<file path="config.mk">
export PLATFORM = sky130hd
export DESIGN_NAME = radix_number_to_text_core
export DESIGN_NICKNAME = d
export VERILOG_FILES = /design/src/design/rntt_pkg.sv /design/src/design/radix_number_to_text_core.sv /design/src/design/rntt_ram.sv /design/src/design/rntt_dpath.sv /design/src/design/rntt_ctrl.sv
export SDC_FILE = /design/constraint.sdc
export NUM_CORES = 1
export LEC_CHECK = 0
export BUFFER_PORTS_ARGS = -buffer_cell sky130_fd_sc_hd__buf_2
export CELL_PAD_IN_SITES_DETAIL_PLACEMENT = 0
export CELL_PAD_IN_SITES_GLOBAL_PLACEMENT = 1
export CORE_ASPECT_RATIO = 0.75
export CORE_MARGIN = 2
export CORE_UTILIZATION = 40
export DETAILED_ROUTE_END_ITERATION = 8
export GPL_TIMING_DRIVEN = 1
export PLACE_DENSITY_LB_ADDON = 0.1
export REMOVE_ABC_BUFFERS = 1
export SYNTH_ARGS = -nofsm -noshare
export SYNTH_HDL_FRONTEND = slang
export SYNTH_SLANG_ARGS = --single-unit
</file>
<file path="constraint.sdc">
create_clock -name clk_i -period 20.6 [get_ports clk_i]
set_input_delay 4.12 -clock clk_i [delete_from_list [all_inputs] [get_ports clk_i]]
set_output_delay 4.12 -clock clk_i [all_outputs]
set_load 0.01 [all_outputs]
</file>
<file path="src/design/rntt_pkg.sv">
// ----------------------------------------------------------------------------
// Radix number to text: shared package
// Widths, codes, controller/datapath interface types and the digit table.
// ----------------------------------------------------------------------------
package rntt_pkg;

  // Width of the converted word; the input port stays 32 bits wide.
  localparam int NumberWidth = 32;
  localparam int InWidth     = 32;

  // Long division retires this many quotient bits per cycle.
  localparam int DivSteps      = 8;
  localparam int DivW          = ((NumberWidth + DivSteps - 1) / DivSteps) * DivSteps;
  localparam int StepsPerDigit = DivW / DivSteps;
  localparam int StepCntW      = (StepsPerDigit > 1) ? $clog2(StepsPerDigit) : 1;

  // Digit store: one entry per possible digit (radix 2 is the worst case).
  localparam int DigitW   = 4;
  localparam int StoreDep = NumberWidth;
  localparam int AddrW    = $clog2(StoreDep);
  localparam int CntW     = $clog2(NumberWidth + 1);

  localparam int CharW  = 7;
  localparam int RadixW = 5;
  localparam int FlagsW = 2;
  localparam int CfgW   = 5;

  typedef enum logic {
    CfgRadix = 1'b0,
    CfgFlags = 1'b1
  } rntt_cfg_idx_e;

  localparam int FlagUnsigned = 0;
  localparam int FlagLower    = 1;

  localparam logic [RadixW-1:0] RadixMin   = 5'd2;
  localparam logic [RadixW-1:0] RadixMax   = 5'd16;
  localparam logic [RadixW-1:0] RadixReset = 5'd10;

  localparam logic [CharW-1:0] CharMinus = 7'h2D;
  localparam logic [CharW-1:0] CharZero  = 7'h30;
  localparam logic [CharW-1:0] CharUpper = 7'h41;
  localparam logic [CharW-1:0] CharLower = 7'h61;

  typedef enum logic [2:0] {
    StIdle,
    StDivide,
    StSign,
    StFetch,
    StSend
  } rntt_state_e;

  typedef struct packed {
    logic load;        // capture a new word
    logic step;        // run one division cycle
    logic fetch;       // read the next stored digit
    logic emit_minus;  // present the minus sign on the output
  } rntt_cmd_t;

  typedef struct packed {
    logic step_last;   // this division cycle finishes a digit
    logic quo_zero;    // the quotient after this cycle is zero
    logic minus;       // the text starts with a minus sign
    logic cnt_zero;    // no stored digits remain
  } rntt_status_t;

  function automatic logic [CharW-1:0] digit_char(input logic [DigitW-1:0] digit,
                                                  input logic lower);
    logic [CharW-1:0] ch;
    if (digit < 4'd10) begin
      ch = CharZero + CharW'(digit);
    end else if (lower) begin
      ch = CharLower + CharW'(digit - 4'd10);
    end else begin
      ch = CharUpper + CharW'(digit - 4'd10);
    end
    return ch;
  endfunction

endpackage

</file>
<file path="src/design/radix_number_to_text_core.sv">
// Sequence: the word is taken, then the divider makes one pass per digit
// (8 quotient bits per cycle over a 32-bit word), then each output
// character is a digit store read, then a transfer; a minus sign, if any,
// goes out first. Throughput: one word at a time; a new word is taken only
// after its last character is transferred, and the output side may stall.
// Reset: asynchronous, active low; radix returns to 10, flags to signed and
// uppercase, and the controller to idle. The digit store is not cleared.
// ----------------------------------------------------------------------------
// Radix number to text core
// Converts one integer word into ASCII text in a radix from 2 to 16, one
// character per output transfer, most significant digit first.
// ----------------------------------------------------------------------------
module radix_number_to_text_core (
  input  logic                         clk_i,
  input  logic                         rst_ni,
  // Configuration write port: index 0 is radix, index 1 is format flags.
  input  logic                         cfg_we_i,
  input  rntt_pkg::rntt_cfg_idx_e      cfg_index_i,
  input  logic [rntt_pkg::CfgW-1:0]    cfg_data_i,
  // Input word channel.
  input  logic                         in_valid_i,
  output logic                         in_ready_o,
  input  logic [rntt_pkg::InWidth-1:0] number_bits_i,
  // Output character channel.
  output logic                         out_valid_o,
  input  logic                         out_ready_i,
  output logic [rntt_pkg::CharW-1:0]   char_code_o,
  output logic                         last_char_o
);

  // The controller only issues commands; all arithmetic and storage lives in
  // the datapath. Digits come out of the divider least significant first and
  // are written into the digit store, then read back in reverse order.
  rntt_pkg::rntt_cmd_t    cmd;
  rntt_pkg::rntt_status_t status;

  rntt_ctrl u_ctrl (
    .clk_i      (clk_i),
    .rst_ni     (rst_ni),
    .in_valid_i (in_valid_i),
    .in_ready_o (in_ready_o),
    .out_valid_o(out_valid_o),
    .out_ready_i(out_ready_i),
    .status_i   (status),
    .cmd_o      (cmd)
  );

  // A zero word still makes one pass through the divider, so it yields the
  // single digit zero. The most negative signed word negates to itself and is
  // then converted as an unsigned magnitude.
  rntt_dpath u_dpath (
    .clk_i        (clk_i),
    .rst_ni       (rst_ni),
    .cfg_we_i     (cfg_we_i),
    .cfg_index_i  (cfg_index_i),
    .cfg_data_i   (cfg_data_i),
    .number_bits_i(number_bits_i),
    .cmd_i        (cmd),
    .status_o     (status),
    .char_code_o  (char_code_o),
    .last_char_o  (last_char_o)
  );

endmodule

</file>
<file path="src/design/rntt_ram.sv">
// ----------------------------------------------------------------------------
// Radix number to text: generic RAM
// One write port and one read port, read data registered.
// ----------------------------------------------------------------------------
module rntt_ram #(
  parameter int Width = 4,
  parameter int Depth = 32
) (
  input  logic                     clk_i,
  input  logic                     we_i,
  input  logic [$clog2(Depth)-1:0] waddr_i,
  input  logic [Width-1:0]         wdata_i,
  input  logic                     re_i,
  input  logic [$clog2(Depth)-1:0] raddr_i,
  output logic [Width-1:0]         rdata_o
);

  logic [Width-1:0] mem_q [Depth];
  logic [Width-1:0] rdata_q;

  always_ff @(posedge clk_i) begin
    if (we_i) begin
      mem_q[waddr_i] <= wdata_i;
    end
    if (re_i) begin
      rdata_q <= mem_q[raddr_i];
    end
  end

  assign rdata_o = rdata_q;

endmodule

</file>
<file path="src/design/rntt_dpath.sv">
// ----------------------------------------------------------------------------
// Radix number to text: datapath
// Configuration registers, iterative divider, digit store and output mux.
// ----------------------------------------------------------------------------
module rntt_dpath (
  input  logic                                 clk_i,
  input  logic                                 rst_ni,
  input  logic                                 cfg_we_i,
  input  rntt_pkg::rntt_cfg_idx_e              cfg_index_i,
  input  logic [rntt_pkg::CfgW-1:0]            cfg_data_i,
  input  logic [rntt_pkg::InWidth-1:0]         number_bits_i,
  input  rntt_pkg::rntt_cmd_t                  cmd_i,
  output rntt_pkg::rntt_status_t               status_o,
  output logic [rntt_pkg::CharW-1:0]           char_code_o,
  output logic                                 last_char_o
);

  logic [rntt_pkg::RadixW-1:0]        radix_q;
  logic [rntt_pkg::FlagsW-1:0]        flags_q;
  logic [rntt_pkg::DivW-1:0]          div_q, div_d;
  logic [rntt_pkg::DigitW-1:0]        rem_q, rem_d;
  logic [rntt_pkg::StepCntW-1:0]      step_q;
  logic [rntt_pkg::CntW-1:0]          cnt_q, cnt_dec;
  logic                               minus_q;
  logic [rntt_pkg::NumberWidth-1:0]   word, mag;
  logic                               neg;
  logic                               step_last;
  logic [rntt_pkg::DigitW-1:0]        rd_digit;
  logic [rntt_pkg::DivSteps-1:0]      qbits;

  // Clamp radix writes into the legal range.
  always_ff @(posedge clk_i or negedge rst_ni) begin
    if (!rst_ni) begin
      radix_q <= rntt_pkg::RadixReset;
      flags_q <= '0;
    end else if (cfg_we_i) begin
      unique case (cfg_index_i)
        rntt_pkg::CfgRadix: begin
          if (cfg_data_i < rntt_pkg::RadixMin) begin
            radix_q <= rntt_pkg::RadixMin;
          end else if (cfg_data_i > rntt_pkg::RadixMax) begin
            radix_q <= rntt_pkg::RadixMax;
          end else begin
            radix_q <= cfg_data_i;
          end
        end
        rntt_pkg::CfgFlags: flags_q <= cfg_data_i[rntt_pkg::FlagsW-1:0];
        default: ;
      endcase
    end
  end

  assign word = rntt_pkg::NumberWidth'(number_bits_i);
  assign neg  = !flags_q[rntt_pkg::FlagUnsigned] && word[rntt_pkg::NumberWidth-1];
  assign mag  = neg ? (~word + 1'b1) : word;

  // Restoring long division by the radix, DivSteps bits per cycle. Quotient
  // bits shift in at the bottom, so after one pass div_q holds the quotient.
  always_comb begin
    logic [rntt_pkg::DivSteps-1:0] chunk;
    logic [rntt_pkg::DigitW-1:0]   r;
    logic [rntt_pkg::RadixW-1:0]   t;
    chunk = div_q[rntt_pkg::DivW-1 -: rntt_pkg::DivSteps];
    r     = rem_q;
    qbits = '0;
    for (int i = rntt_pkg::DivSteps - 1; i >= 0; i--) begin
      t = {r, chunk[i]};
      if (t >= radix_q) begin
        qbits[i] = 1'b1;
        r        = rntt_pkg::DigitW'(t - radix_q);
      end else begin
        r = t[rntt_pkg::DigitW-1:0];
      end
    end
    rem_d = r;
    div_d = (div_q << rntt_pkg::DivSteps) | rntt_pkg::DivW'(qbits);
  end

  assign step_last = (step_q == rntt_pkg::StepCntW'(rntt_pkg::StepsPerDigit - 1));
  assign cnt_dec   = cnt_q - 1'b1;

  always_ff @(posedge clk_i) begin
    if (cmd_i.load) begin
      div_q <= rntt_pkg::DivW'(mag);
      rem_q <= '0;
    end else if (cmd_i.step) begin
      div_q <= div_d;
      rem_q <= step_last ? '0 : rem_d;
    end
  end

  always_ff @(posedge clk_i or negedge rst_ni) begin
    if (!rst_ni) begin
      step_q  <= '0;
      cnt_q   <= '0;
      minus_q <= 1'b0;
    end else if (cmd_i.load) begin
      step_q  <= '0;
      cnt_q   <= '0;
      minus_q <= neg;
    end else if (cmd_i.step) begin
      if (step_last) begin
        step_q <= '0;
        cnt_q  <= cnt_q + 1'b1;
      end else begin
        step_q <= step_q + 1'b1;
      end
    end else if (cmd_i.fetch) begin
      cnt_q <= cnt_dec;
    end
  end

  rntt_ram #(
    .Width(rntt_pkg::DigitW),
    .Depth(rntt_pkg::StoreDep)
  ) u_store (
    .clk_i  (clk_i),
    .we_i   (cmd_i.step && step_last),
    .waddr_i(cnt_q[rntt_pkg::AddrW-1:0]),
    .wdata_i(rem_d),
    .re_i   (cmd_i.fetch),
    .raddr_i(cnt_dec[rntt_pkg::AddrW-1:0]),
    .rdata_o(rd_digit)
  );

  assign status_o.step_last = step_last;
  assign status_o.quo_zero  = (div_d == '0);
  assign status_o.minus     = minus_q;
  assign status_o.cnt_zero  = (cnt_q == '0);

  assign char_code_o = cmd_i.emit_minus ? rntt_pkg::CharMinus
                     : rntt_pkg::digit_char(rd_digit, flags_q[rntt_pkg::FlagLower]);
  assign last_char_o = !cmd_i.emit_minus && (cnt_q == '0);

endmodule

</file>
<file path="src/design/rntt_ctrl.sv">
// ----------------------------------------------------------------------------
// Radix number to text: controller
// Sequences load, digit extraction, sign and digit output.
// ----------------------------------------------------------------------------
module rntt_ctrl (
  input  logic                   clk_i,
  input  logic                   rst_ni,
  input  logic                   in_valid_i,
  output logic                   in_ready_o,
  output logic                   out_valid_o,
  input  logic                   out_ready_i,
  input  rntt_pkg::rntt_status_t status_i,
  output rntt_pkg::rntt_cmd_t    cmd_o
);

  rntt_pkg::rntt_state_e state_q, state_d;

  always_ff @(posedge clk_i or negedge rst_ni) begin
    if (!rst_ni) begin
      state_q <= rntt_pkg::StIdle;
    end else begin
      state_q <= state_d;
    end
  end

  always_comb begin
    state_d = state_q;
    unique case (state_q)
      rntt_pkg::StIdle: begin
        if (in_valid_i) state_d = rntt_pkg::StDivide;
      end
      rntt_pkg::StDivide: begin
        if (status_i.step_last && status_i.quo_zero) begin
          state_d = status_i.minus ? rntt_pkg::StSign : rntt_pkg::StFetch;
        end
      end
      rntt_pkg::StSign: begin
        if (out_ready_i) state_d = rntt_pkg::StFetch;
      end
      rntt_pkg::StFetch: state_d = rntt_pkg::StSend;
      rntt_pkg::StSend: begin
        if (out_ready_i) begin
          state_d = status_i.cnt_zero ? rntt_pkg::StIdle : rntt_pkg::StFetch;
        end
      end
      default: state_d = rntt_pkg::StIdle;
    endcase
  end

  always_comb begin
    in_ready_o  = 1'b0;
    out_valid_o = 1'b0;
    cmd_o       = '0;
    unique case (state_q)
      rntt_pkg::StIdle: begin
        in_ready_o = 1'b1;
        cmd_o.load = in_valid_i;
      end
      rntt_pkg::StDivide: cmd_o.step = 1'b1;
      rntt_pkg::StSign: begin
        out_valid_o      = 1'b1;
        cmd_o.emit_minus = 1'b1;
      end
      rntt_pkg::StFetch: cmd_o.fetch = 1'b1;
      rntt_pkg::StSend:  out_valid_o = 1'b1;
      default: ;
    endcase
  end

endmodule

</file>
======== Word-level counts from Yosys, hierarchy flattened ========
Memory sizes are Yosys's and may differ from the RTL's. A register that Yosys moved wholly into a read port is not among the register bits.
Index checks and enable logic that the tools add are counted.
word-level totals
  flip-flop bits (word level) ............. 55
  memory bits (writable) .................. 128
  word-level logic and storage cells ...... 112
  memories kept ........................... 1
memories
  name                   words  width  read ports  clocked after memory_dff  wr ports  line            source
  u_dpath.u_store.mem_q  32     4      1           1                         1         rntt_ram.sv:18  logic [Width-1:0] mem_q [Depth];
operators by class
  add/sub/neg operators ................... 16
  magnitude comparators ................... 11
  equal/unequal tests ..................... 10
  multiplexer cells ....................... 47
  bitwise operators ....................... 3
  reduce and logical (&&, ||, !) cells .... 16
operator list
  operator                 number
  $mux W32                 3
  $ge A5 B5 Y1             8
  $mux W4                  9
  $add A32 B1 Y32 const B  1
  $logic_not A32 Y1        1
  $not A32 Y32             1
  $or A32 B8 Y32           1
  $sub A4 B4 Y4            8
  $mux W6                  4
  $mux W7                  3
  $mux W1                  17
  $pmux W3 S5              1
  $add A7 B7 Y7 const A    2
  $mux W3                  4
  $mux W5                  2
  $mux W2                  4
  $add A6 B4 Y7 const A    1
  $add A6 B1 Y6 const B    1
  $eq A3 B2 Y1 const B     2
  $logic_not A6 Y1         1
  $ne A2 B2 Y1 const B     3
  $reduce_and A2 Y1        3
  $sub A6 B1 Y6 const B    1
  $gt A5 B5 Y1 const B     1
  other kinds (17)         21

======== Depth between registers and ports, before layout ========
Gate-level depths: netlist (run 1).
  depth after elaboration ................. 21
  depth in mapped cells ................... 53
  depth with buffers taken out ............ 51

======== Hierarchy ========
Synthesis (run 1) repeated with hierarchy kept, for this count alone.
second synthesis, totals
  cell total of the unflattened synthesis .. 858
  area total of the unflattened synthesis .. 10,472.5 um^2
by module, submodules not included
  module      instances  cells each  area an instance (um^2)
  rntt_ram    1          231         5,178.7
  rntt_dpath  1          598         5,049.8
  rntt_ctrl   1          29          244.0

======== Worst setup path before layout (run 1) ========
Ideal clock, no wire load.
  path kind ............................... reg-to-reg
  from .................................... reg u_dpath.radix_q[1] (netlist bit)
  to ...................................... mem u_dpath.u_store.mem_q[0][1], data pin
  arrival ................................. 10,945 ps
  required time ........................... 20,208 ps
  setup slack ............................. 9,262 ps
  stages on the path, launching flop included .. 49
  buffers on the path ..................... 2
  cell sequence ........................... dfstp_2 > inv_1 > ha_1 > a31oi_1 > o21ai_1 > mux2_2 > ha_1 > a21o_1 > a31oi_1 > o21ai_1 > nand2_1 > o21ai_0 > inv_1 > ha_1 > a21o_1 > a31oi_1 > o21ai_1 > nand2_1 > (+13 left out) > nand2_1 > o21a_1 > ha_1 > a21o_1 > a31oi_1 > o21a_1 > mux2i_1 > ha_1 > a21o_1 > a31oi_1 > o21ai_2 > mux2_2 > inv_1 > ha_1 > a211oi_1 > o31ai_2 > inv_1 > mux2i_1
on the way
  longest elaborated chain between the ends .. 16
ends and longest elaborated chain
  item                                           line                                source
  from (decl)                                    rntt_dpath.sv:18                    logic [rntt_pkg::RadixW-1:0] radix_q;
  from (signal assigned)                         rntt_dpath.sv:34                    radix_q <= rntt_pkg::RadixReset;
  from (signal assigned)                         rntt_dpath.sv:40                    radix_q <= rntt_pkg::RadixMin;
  from (signal assigned)                         rntt_dpath.sv:42                    radix_q <= rntt_pkg::RadixMax;
  $sub A4 B4 Y4 or $ge A5 B5 Y1 (tied branches)  rntt_dpath.sv:70, rntt_dpath.sv:68
  $mux W4                                        rntt_dpath.sv:68                    if (t >= radix_q) begin
  $sub A4 B4 Y4 or $ge A5 B5 Y1 (tied branches)  rntt_dpath.sv:70, rntt_dpath.sv:68
  $mux W4                                        rntt_dpath.sv:68
  $sub A4 B4 Y4 or $ge A5 B5 Y1 (tied branches)  rntt_dpath.sv:70, rntt_dpath.sv:68
  $mux W4                                        rntt_dpath.sv:68
  $ge A5 B5 Y1 or $sub A4 B4 Y4 (tied branches)  rntt_dpath.sv:68, rntt_dpath.sv:70
  $mux W4                                        rntt_dpath.sv:68
  $sub A4 B4 Y4 or $ge A5 B5 Y1 (tied branches)  rntt_dpath.sv:70, rntt_dpath.sv:68
  $mux W4                                        rntt_dpath.sv:68
  $sub A4 B4 Y4 or $ge A5 B5 Y1 (tied branches)  rntt_dpath.sv:70, rntt_dpath.sv:68
  $mux W4                                        rntt_dpath.sv:68
  $ge A5 B5 Y1 or $sub A4 B4 Y4 (tied branches)  rntt_dpath.sv:68, rntt_dpath.sv:70
  $mux W4                                        rntt_dpath.sv:68
  $sub A4 B4 Y4 or $ge A5 B5 Y1 (tied branches)  rntt_dpath.sv:70, rntt_dpath.sv:68
  $mux W4 (*)                                    rntt_dpath.sv:68
  via u_dpath.rem_d (one bit)                    rntt_dpath.sv:21                    logic [rntt_pkg::DigitW-1:0] rem_q, rem_d;
  to (decl)                                      rntt_ram.sv:18
Mark *: on every way through the listed nets, which the timed path passes. The rest lies on a longest branch.

======== Worst setup path after layout (run 1) ========
  from .................................... reg u_dpath.radix_q[1] (netlist bit)
  to ...................................... mem u_dpath.u_store.mem_q[23][0], data pin
on the way
  longest elaborated chain between the ends .. 16
ends and longest elaborated chain
  item                                           line
  $sub A4 B4 Y4 or $ge A5 B5 Y1 (tied branches)  rntt_dpath.sv:70, rntt_dpath.sv:68
  $mux W4                                        rntt_dpath.sv:68
  $sub A4 B4 Y4 or $ge A5 B5 Y1 (tied branches)  rntt_dpath.sv:70, rntt_dpath.sv:68
  $mux W4                                        rntt_dpath.sv:68
  $sub A4 B4 Y4 or $ge A5 B5 Y1 (tied branches)  rntt_dpath.sv:70, rntt_dpath.sv:68
  $mux W4                                        rntt_dpath.sv:68
  $ge A5 B5 Y1 or $sub A4 B4 Y4 (tied branches)  rntt_dpath.sv:68, rntt_dpath.sv:70
  $mux W4                                        rntt_dpath.sv:68
  $sub A4 B4 Y4 or $ge A5 B5 Y1 (tied branches)  rntt_dpath.sv:70, rntt_dpath.sv:68
  $mux W4                                        rntt_dpath.sv:68
  $sub A4 B4 Y4 or $ge A5 B5 Y1 (tied branches)  rntt_dpath.sv:70, rntt_dpath.sv:68
  $mux W4                                        rntt_dpath.sv:68
  $sub A4 B4 Y4 or $ge A5 B5 Y1 (tied branches)  rntt_dpath.sv:70, rntt_dpath.sv:68
  $mux W4                                        rntt_dpath.sv:68
  $ge A5 B5 Y1 (*)                               rntt_dpath.sv:68
  $mux W4 (*)                                    rntt_dpath.sv:68
  via u_dpath.rem_d (one bit)                    rntt_dpath.sv:21
Marked as above.

==> results.md, run 1 <==
Clocking:
- After clock tree synthesis, the repair step resized 0 gates.
- The post-CTS setup buffer count is 0.
- After clock tree synthesis, the clock-pin slew on the worst setup and hold paths is ~0.07 ns.
- In this run, post-CTS hold repair placed 0 buffers.
- The maximum level of the CTS H-tree is 4.
- TritonCTS built the clock tree.
- The maximum buffer depth of the clock tree is 2.
- The clock latency at the later pin of the worst-skew pair is around 0.43 ns.
- The clock sink count is 187.
- The tree is rooted in a sky130_fd_sc_hd__clkbuf_16.
- The number of buffers inserted during clock tree synthesis is 17.

Floorplanning:
- After floorplanning, the core was divided into 51 placement rows.
- The effective utilization at floorplan is about 40%.
- The die boundary height is 143.9 um.
- The overall die width is roughly 190 um.
- The floorplan step defined a die boundary enclosing 27,420 um2.
- The area inside the core boundary is around 26,000 um2.
- For this design the top-level I/O count stands at 53.

GRT:
- The first global-routing pass estimated roughly 39,000 um of wire.
- The initial antenna violation count is 0.
- The global router's overall resource usage is 19.04%.
- The number of global-route vias before repair was 6,835.
- The aggregate global routing overflow is 0.
- Entering global routing, the biggest net connects between 50 and 60 pins.

Finish:
- The area growth from synthesis to layout is 11.52%.
- In the final layout, the share of cells above drive strength 1 is between 15 and 20%.
- The number of filler instances in the final layout is 2,395.
- The final instance count without filler cells is ~1,300.
- In the final design database the tool counted between 900 and 1,000 nets.
- The repair_antennas step left the layout with diodes totalling 0.

Timing:
- The time the final worst path needs with I/O delays and setup is 13.81 ns.
- The hold violation count in the final report is 0.
- The max-slew violation count is 0.
- Setup slack closes at 6.787 ns.
- Measured against its own limit, the worst slew margin works out to 17.86%.
- The transition time at the pin with the least slew margin is about 1.2 ns.
- Derived from the worst setup path, the maximum achievable clock frequency is slightly above 0.07 GHz.
- The final setup violation count is 0.
- The aggregate negative setup slack is 0 ns.
- The part of the cycle the worst path needs is 67.06%.
- The clock skew is between 0.01 and 0.015 ns.
- Setup repair after global routing left no endpoint under its margin.

Drt:
- The total DRC errors in the routed layout is 0.
- The first TritonRoute pass finished after 5 iterations.
- The ratio of routed vias to standard cells is around 5.5.
- The final layout contains routed wiring with a total length of between 20,000 and 25,000 um.
- The final routed wire length divided by cell count is 19.81 um.
- The first routing iteration left roughly 600 violations.
- The remaining antenna violation count after routing is 0.
- The detailed router placed just under 7,000 vias in this run.

Synthesis:
- The adder-cell area share of the yosys netlist is slightly below 8%.
- The synthesized netlist devotes 9.648% of its cell area to compound gates.
- The synthesized netlist occupies a cell area of 10,440 um2.
- By area the synthesized netlist is led by sky130_fd_sc_hd__edfxtp_1 47%, sky130_fd_sc_hd__mux4_2 7.3%, sky130_fd_sc_hd__ha_1 6.2%, sky130_fd_sc_hd__dfrtp_1 4.1%, sky130_fd_sc_hd__nor2_1 3.0%.
- The largest total area in the synthesized netlist belongs to sky130_fd_sc_hd__edfxtp_1.
- The number of unique standard cell types used by synthesis is between 60 and 70.
- The dominant combinational cell family by area after synthesis is multiplexers.
- The number of register bits inferred by synthesis is around 190.
- The share of synthesized area in the top cell type comes to a little under half.
- The area share of xor/xnor cells in the synthesized design is under 10%.
- Averaged over all synthesized cells, the footprint is around 12 um2.
- By count the netlist is led by 164 x sky130_fd_sc_hd__edfxtp_1, 84 x sky130_fd_sc_hd__nor2_1, 74 x sky130_fd_sc_hd__nand2_1.
- Of the total synthesized cell area, the portion taken by AND, OR, NAND and NOR gates is 10.76%.
- After technology mapping, the gate count stands at between 800 and 900.
- In the synthesized netlist the async set-or-reset flop fraction comes to 10.16%.
- The Yosys warning count is 0.
- The number of enable-type register cells in the synthesized netlist is 164.
- The most common flop cell mapped by yosys is sky130_fd_sc_hd__edfxtp_1.
- Sequential elements use 52.52% of the synthesized area.
- After synthesis, the share of cell area in mux cells is 11.52%.
- sky130_fd_sc_hd__edfxtp_1 is the most common cell in the netlist.

Run:
- The total of max-cap violations is 0.

Status:
- The run finished with clean final reports.

Setup path:
- The startpoint class of the critical path is a flip-flop.
- The maximum fanout along the worst path is 33.
- The data required time of the worst path is slightly above 20 ns.
- The kind of cell adding the most delay to the critical path is compound AO/OA/AOI/OAI gates.
- The largest single stage delay on the critical path is between 0.9 and 1 ns.
- The category of the most critical setup path is reg -> reg.
- The critical path buffer and inverter count is 4.
- Counting stages on the worst path, the most repeated cell is sky130_fd_sc_hd__ha_1.
- The critical path capture point type is a flip-flop.
- The critical-path cell with the highest stage delay is sky130_fd_sc_hd__o21ai_0.
- The data arrival time of the critical path is about 14 ns.

Placed design:
- Prior to clock tree synthesis, the placed netlist has a worst setup slack of between 6 and 7 ns.
- The total instance count after detailed placement is between 1,000 and 1,500.
- The final estimated routing congestion in global placement is 0.8451.
- The total of buffers placed on input and output ports is between 50 and 60.
- The HPWL after detailed placement is 17,840 um.

Worst hold path:
- The worst hold path belongs to the class reg -> reg.
==> cell families (layout without fill, tap and decap cells) <==
family	Yosys count	count (layout)
simple gates	238	238
flops	187	187
compound gates	165	165
buf+inv	77	135
mux	66	66
fa+ha+maj	60	60
xor+xnor	56	56
==> worst paths after layout <==
kind / endpoint / from / slack [ns] / cells past startpoint
min: u_dpath.radix_q[2]$_DFFE_PN0P_ / u_dpath.radix_q[2]$_DFFE_PN0P_ / 0.49 / 2
min reg2reg: u_dpath.radix_q[2]$_DFFE_PN0P_ / u_dpath.radix_q[2]$_DFFE_PN0P_ / 0.49 / 2
min in group asynchronous: u_dpath.step_q[1]$_DFFE_PN0P_ / rst_ni / 3.65 / 1
max in group asynchronous: u_dpath.cnt_q[0]$_DFFE_PN0P_ / rst_ni / 16.59 / 1
max reg2reg: u_dpath.u_store.mem_q[23][0]$_DFFE_PP_ / u_dpath.radix_q[1]$_DFFE_PN1P_ / 6.79 / 46
max: u_dpath.u_store.mem_q[23][0]$_DFFE_PP_ / u_dpath.radix_q[1]$_DFFE_PN1P_ / 6.79 / 46
==> sequential cells by signal (all words and copies together) (netlist names) <==
name / count
u_dpath.rem_q: 4
u_dpath.u_store.mem_q: 128
u_dpath.u_store.rdata_o: 4
u_dpath.step_q: 2
u_dpath.radix_q: 5
u_dpath.flags_q: 2
u_dpath.minus_q: 1
u_ctrl.state_q: 3
u_dpath.div_q: 32
u_dpath.cnt_q: 6
==> layout make-up <==
class / instances / area, um2 / share of cell area (%)
Tap cell: 344 / 430.4 / 3.697
Clock inverter: 15 / 158.9 / 1.365
Inverter: 44 / 165.2 / 1.419
Sequential cell: 187 / 5484 / 47.10
Timing Repair Buffer: 59 / 312.8 / 2.687
Clock buffer: 17 / 425.4 / 3.654
Multi-Input combinational cell: 585 / 4666 / 40.08
==> cells in the final DEF, fill, tap and decap left out, types with 5 or more instances in the layout <==
master / netlist / final
sky130_fd_sc_hd__mux2i_1: 11 / 10
sky130_fd_sc_hd__nor3_1: 11 / 11
sky130_fd_sc_hd__o21ai_1: 22 / 22
sky130_fd_sc_hd__or3_1: 5 / 5
sky130_fd_sc_hd__xnor2_1: 28 / 28
sky130_fd_sc_hd__fa_1: 8 / 8
sky130_fd_sc_hd__mux4_2: 34 / 34
sky130_fd_sc_hd__mux4_1: 6 / 6
sky130_fd_sc_hd__a21oi_1: 45 / 44
sky130_fd_sc_hd__nand2b_1: 14 / 14
sky130_fd_sc_hd__o31ai_1: 8 / 8
sky130_fd_sc_hd__a31oi_1: 12 / 12
sky130_fd_sc_hd__clkbuf_16: 0 / 17
sky130_fd_sc_hd__xor2_1: 27 / 27
sky130_fd_sc_hd__o21ai_0: 36 / 36
sky130_fd_sc_hd__inv_1: 44 / 44
sky130_fd_sc_hd__nand2_1: 74 / 74
sky130_fd_sc_hd__nor4_1: 6 / 6
sky130_fd_sc_hd__nor2_1: 84 / 84
sky130_fd_sc_hd__ha_1: 52 / 51
sky130_fd_sc_hd__clkinvlp_4: 0 / 5
sky130_fd_sc_hd__mux2_2: 15 / 15
sky130_fd_sc_hd__buf_2: 3 / 52
sky130_fd_sc_hd__dfrtp_1: 17 / 16
sky130_fd_sc_hd__a21o_1: 15 / 15
sky130_fd_sc_hd__nand3_1: 15 / 15
sky130_fd_sc_hd__buf_4: 0 / 7
sky130_fd_sc_hd__edfxtp_1: 164 / 164
==> routing by layer <==
layer	up-vias	share of wire [%]	track usage [%]	wire length (um)
li1	3255	-	-	-
met1	3433	51	29.75	12720
met2	204	42	27.50	10470
met3	21	5.6	2.906	1381
met4	0	0.87	4.570	216
met5	-	0	0	0
==> metrics by stage <==
step           util [%]  instance area (um2)  hold WS [ns]
2_1_floorplan         -                10290        0.4498
3_3_place_gp      42.89                11060        0.4695
3_5_place_dp      42.89                11060        0.4743
4_1_cts           45.16                11640        0.4950
5_1_grt           45.16                11640        0.5227
6_report          45.16                11640        0.4936
==> worst register-to-register path, delay by kind of cell, from the launching register on <==
kind / cells / cell delay (ns)
AOI/OAI and AO/OA: 26 / 7.33
DFF: 1 / 0.77
buffers and inverters: 4 / 0.60
muxes: 4 / 1.66
and+or+nand+nor: 4 / 0.68
adders and majority gates: 8 / 2.44
Power of run 1 is left out: the tool's default activity adds up to more than one toggle a clock period on the data nets, which glitch-free logic cannot reach.
==> inputs of run 2 (changes only) <==
==> constraint.sdc (replaced) <==
create_clock -name clk_i -period 13.75 [get_ports clk_i]
set_input_delay 2.75 -clock clk_i [delete_from_list [all_inputs] [get_ports clk_i]]
set_output_delay 2.75 -clock clk_i [all_outputs]
set_load 0.01 [all_outputs]
==> run 2 against run 1 <==
Non-clock buffer count grew 2; die area unchanged; clock-buffer cell count up 2.
==> results.md, run 2 (synthesis results as in run 1) <==
Setup path:
- The setup path with the least slack is of type reg -> reg.
- In this run the worst path has a maximum fanout of 18.
- The startpoint class of the critical path is a flip-flop.
- Counting stages on the worst path, the most repeated cell is sky130_fd_sc_hd__ha_1.
- The logic depth of the worst register-to-register path is 47.
- Following the worst setup path forward leads to its endpoint at u_dpath.u_store.mem_q[31][1]$_DFFE_PP_.
- The kind of cell adding the most delay to the critical path is compound AO/OA/AOI/OAI gates.
- In this run the critical register-to-register path is captured at u_dpath.u_store.mem_q[31][1]$_DFFE_PP_.
- At the worst endpoint, the required time is 14.01 ns.
- Counting both buffers and inverters, the worst setup path holds a total of 8.
- In this design, the stage delay of the slowest critical-path cell is 0.76 ns.
- STA classifies the critical path endpoint as a flip-flop.
- Tracing the worst setup path back leads to its startpoint at u_dpath.radix_q[1]$_DFFE_PN1P_.
- The internal reg-to-reg setup slack is about 1.1 ns.
- The launch point of the worst reg-to-reg path is u_dpath.radix_q[1]$_DFFE_PN1P_.
- The path length in cells of the critical path is between 40 and 50.
- The slowest stage of the critical path belongs to the cell sky130_fd_sc_hd__dfstp_2.
- The data arrival time of the critical path is 12.96 ns.

Clocking:
- The cts-stage hold buffer count is 0.
- The clock sink count is between 150 and 200.
- Clock-pin slew was measured on the worst setup and hold paths at about 0.060 ns.
- The cell at the root of the clock tree is sky130_fd_sc_hd__clkbuf_16.
- The maximum level of the CTS H-tree is 4.
- The number of gates resized after CTS is 0.
- The post-CTS setup buffer count is 0.
- The maximum buffer depth of the clock tree is 2.
- The number of buffers inserted during clock tree synthesis is 17.
- TritonCTS built the clock tree.
- The later pin in the worst-skew pair is clocked with a latency of ~0.43 ns.

GRT:
- The met3 track demand over resource in global routing is 4.567%.
- The layer flagged by global routing as most heavily used is met1.
- The met1 usage is around 29%.
- Across every metal layer, demand over resource in global routing totals between 10% and 20%.
- The pin count of the biggest net entering global routing is 56.
- The number of global-route vias before repair was between 6,000 and 7,000.
- The initial antenna violation count came to 0.
- The aggregate global routing overflow is 0.
- The wire length of the first global-routing pass is 39,420 um.
- The fraction of met2 tracks used by global routing is 27.46%.

Finish:
- The library cells used most frequently in the layout, excluding fill and tap cells, are 164 x sky130_fd_sc_hd__edfxtp_1, 84 x sky130_fd_sc_hd__nor2_1, 74 x sky130_fd_sc_hd__nand2_1.
- Cells with a size suffix above 1 make up approximately 17% of the layout.
- Leaving out fill and tap cells, the most frequent cell in the layout is sky130_fd_sc_hd__edfxtp_1.
- In the final design database the tool counted 999 nets.
- The number of flip-flops under the largest register name is ~130.
- 0 antenna diodes ended up in the layout.
- The area growth from synthesis to layout is 12.07%.
- The largest register by flop count is u_dpath.u_store.mem_q.
- The largest registers in the layout are u_dpath.u_store.mem_q: 128 flops, u_dpath.div_q: 32 flops, u_dpath.cnt_q: 6 flops.

Timing:
- The aggregate negative setup slack is 0 ns.
- Based on the critical path, the design can be clocked at up to between 0.07 and 0.08 GHz.
- Measured against its own limit, the worst slew margin works out to about 17%.
- Setup violations remaining at the end of the flow were counted as 0.
- The max-slew violation count was 0.
- The hold violation count in the final report is 0.
- For the pin with the worst max-slew slack, the measured transition is between 1 and 1.5 ns.
- Setup repair after global routing left no endpoint under its margin.
- The smallest clock period supported by the final layout is computed as about 13 ns.
- In the finished design, the share of the clock period the worst path needs comes to a little over 90%.
- The clock arrives with roughly 0.013 ns of skew.

Drt:
- After detailed routing, the total wire length is 25,080 um.
- The length of the first detailed-routing pass in iterations is 5.
- The final routed wire length divided by cell count is 20.03 um.
- In the routed layout, each cell is associated on average with a via count of 5.444.
- The total vias in the final route is between 6,000 and 7,000.
- For this block, the initial DRC count from the detailed router was around 620.
- The total DRC errors in the routed layout is 0.
- The count of nets left with antenna violations once routing finished came out at 0.

Floorplanning:
- Row generation in the floorplan step produced 51 rows.
- 53 I/O pins were placed.
- Once the floorplan was initialized, standard cells occupied approximately 40% of the core.
- The die covers 27,420 um2.
- The die boundary height is approximately 140 um.
- The area inside the core boundary is ~26,000 um2.
- The floorplan step set the die width to around 190 um.

Worst hold path:
- The tightest min-delay check is of the reg -> reg type.

Status:
- The flow ran to the end, and the final reports show no timing, DRC or antenna violations.

Run:
- The total of max-cap violations is 0.

Placed design:
- The HPWL after detailed placement is 18,140 um.
- During placement, the flow inserted port buffers numbering 52.
- The final estimated routing congestion in global placement is about 0.86.
[run 2: changes by cell type in the layout (fill, tap and decap cells not counted)]
cell / change
sky130_fd_sc_hd__bufinv_16: +3
sky130_fd_sc_hd__clkinvlp_4: -3
sky130_fd_sc_hd__inv_8: -3
sky130_fd_sc_hd__buf_4: +2
sky130_fd_sc_hd__clkbuf_1: +2
sky130_fd_sc_hd__inv_6: +2
sky130_fd_sc_hd__o21ai_1: -2
sky130_fd_sc_hd__o21ai_2: +2
sky130_fd_sc_hd__a21oi_2: +1
sky130_fd_sc_hd__a21oi_4: -1
sky130_fd_sc_hd__clkinv_4: -1
sky130_fd_sc_hd__clkinv_8: -1
sky130_fd_sc_hd__mux2i_2: -1
sky130_fd_sc_hd__mux2i_4: +1
[run 2: worst register-to-register path, delay by kind of cell, from the launching register on]
family / cells / cell delay, ns
flip-flops: 1 / 0.76
multiplexers: 6 / 2.42
AND/OR/NAND/NOR: 2 / 0.30
adder cells (fa/ha/maj): 8 / 2.52
AO/OA/AOI/OAI: 23 / 5.13
buffers and inverters: 8 / 1.41
[run 2: how the worst min path moves through the flow]
stage                                               from                              to  slack, ns  depth (start not counted)
after CTS                 u_dpath.radix_q[2]$_DFFE_PN0P_  u_dpath.radix_q[2]$_DFFE_PN0P_       0.50                          2
after detailed placement  u_dpath.radix_q[2]$_DFFE_PN0P_  u_dpath.radix_q[2]$_DFFE_PN0P_       0.48                          2
after floorplan           u_dpath.radix_q[2]$_DFFE_PN0P_  u_dpath.radix_q[2]$_DFFE_PN0P_       0.45                          2
final                     u_dpath.radix_q[3]$_DFFE_PN1P_  u_dpath.radix_q[3]$_DFFE_PN1P_       0.49                          2
after global placement    u_dpath.radix_q[3]$_DFFE_PN1P_  u_dpath.radix_q[3]$_DFFE_PN1P_       0.47                          2
after global routing      u_dpath.radix_q[4]$_DFFE_PN0P_  u_dpath.radix_q[4]$_DFFE_PN0P_       0.52                          1
[run 2: routing by layer]
metal  routed length [um]  share of wire, %
met5                    0                 0
met4                  150              0.60
met3                 1431               5.7
met2                10610                42
met1                12880                51
[run 2: area by class of cell]
class / count / area (um2)
Fill cell: 2380 / 14080
Sequential cell: 187 / 5484
Multi-Input combinational cell: 585 / 4674
Clock buffer: 19 / 432.9
Tap cell: 344 / 430.4
Timing Repair Buffer: 61 / 327.8
Clock inverter: 12 / 185.2
Inverter: 44 / 165.2
[run 2: metrics by stage]
stage	setup WS, ns	hold slack [ns]	instances	cell area [um2]	util (%)
5_1_grt	0.08316	0.5220	1252	11700	45.38
6_report	1.054	0.4911	1252	11700	45.38
4_1_cts	0.3418	0.4976	1252	11680	45.32
3_5_place_dp	0.3660	0.4827	1221	11070	42.92
3_3_place_gp	1.229	0.4707	1221	11070	42.92
2_1_floorplan	2.063	0.4498	816	10290	-
Power of run 2 is left out for the same reason.
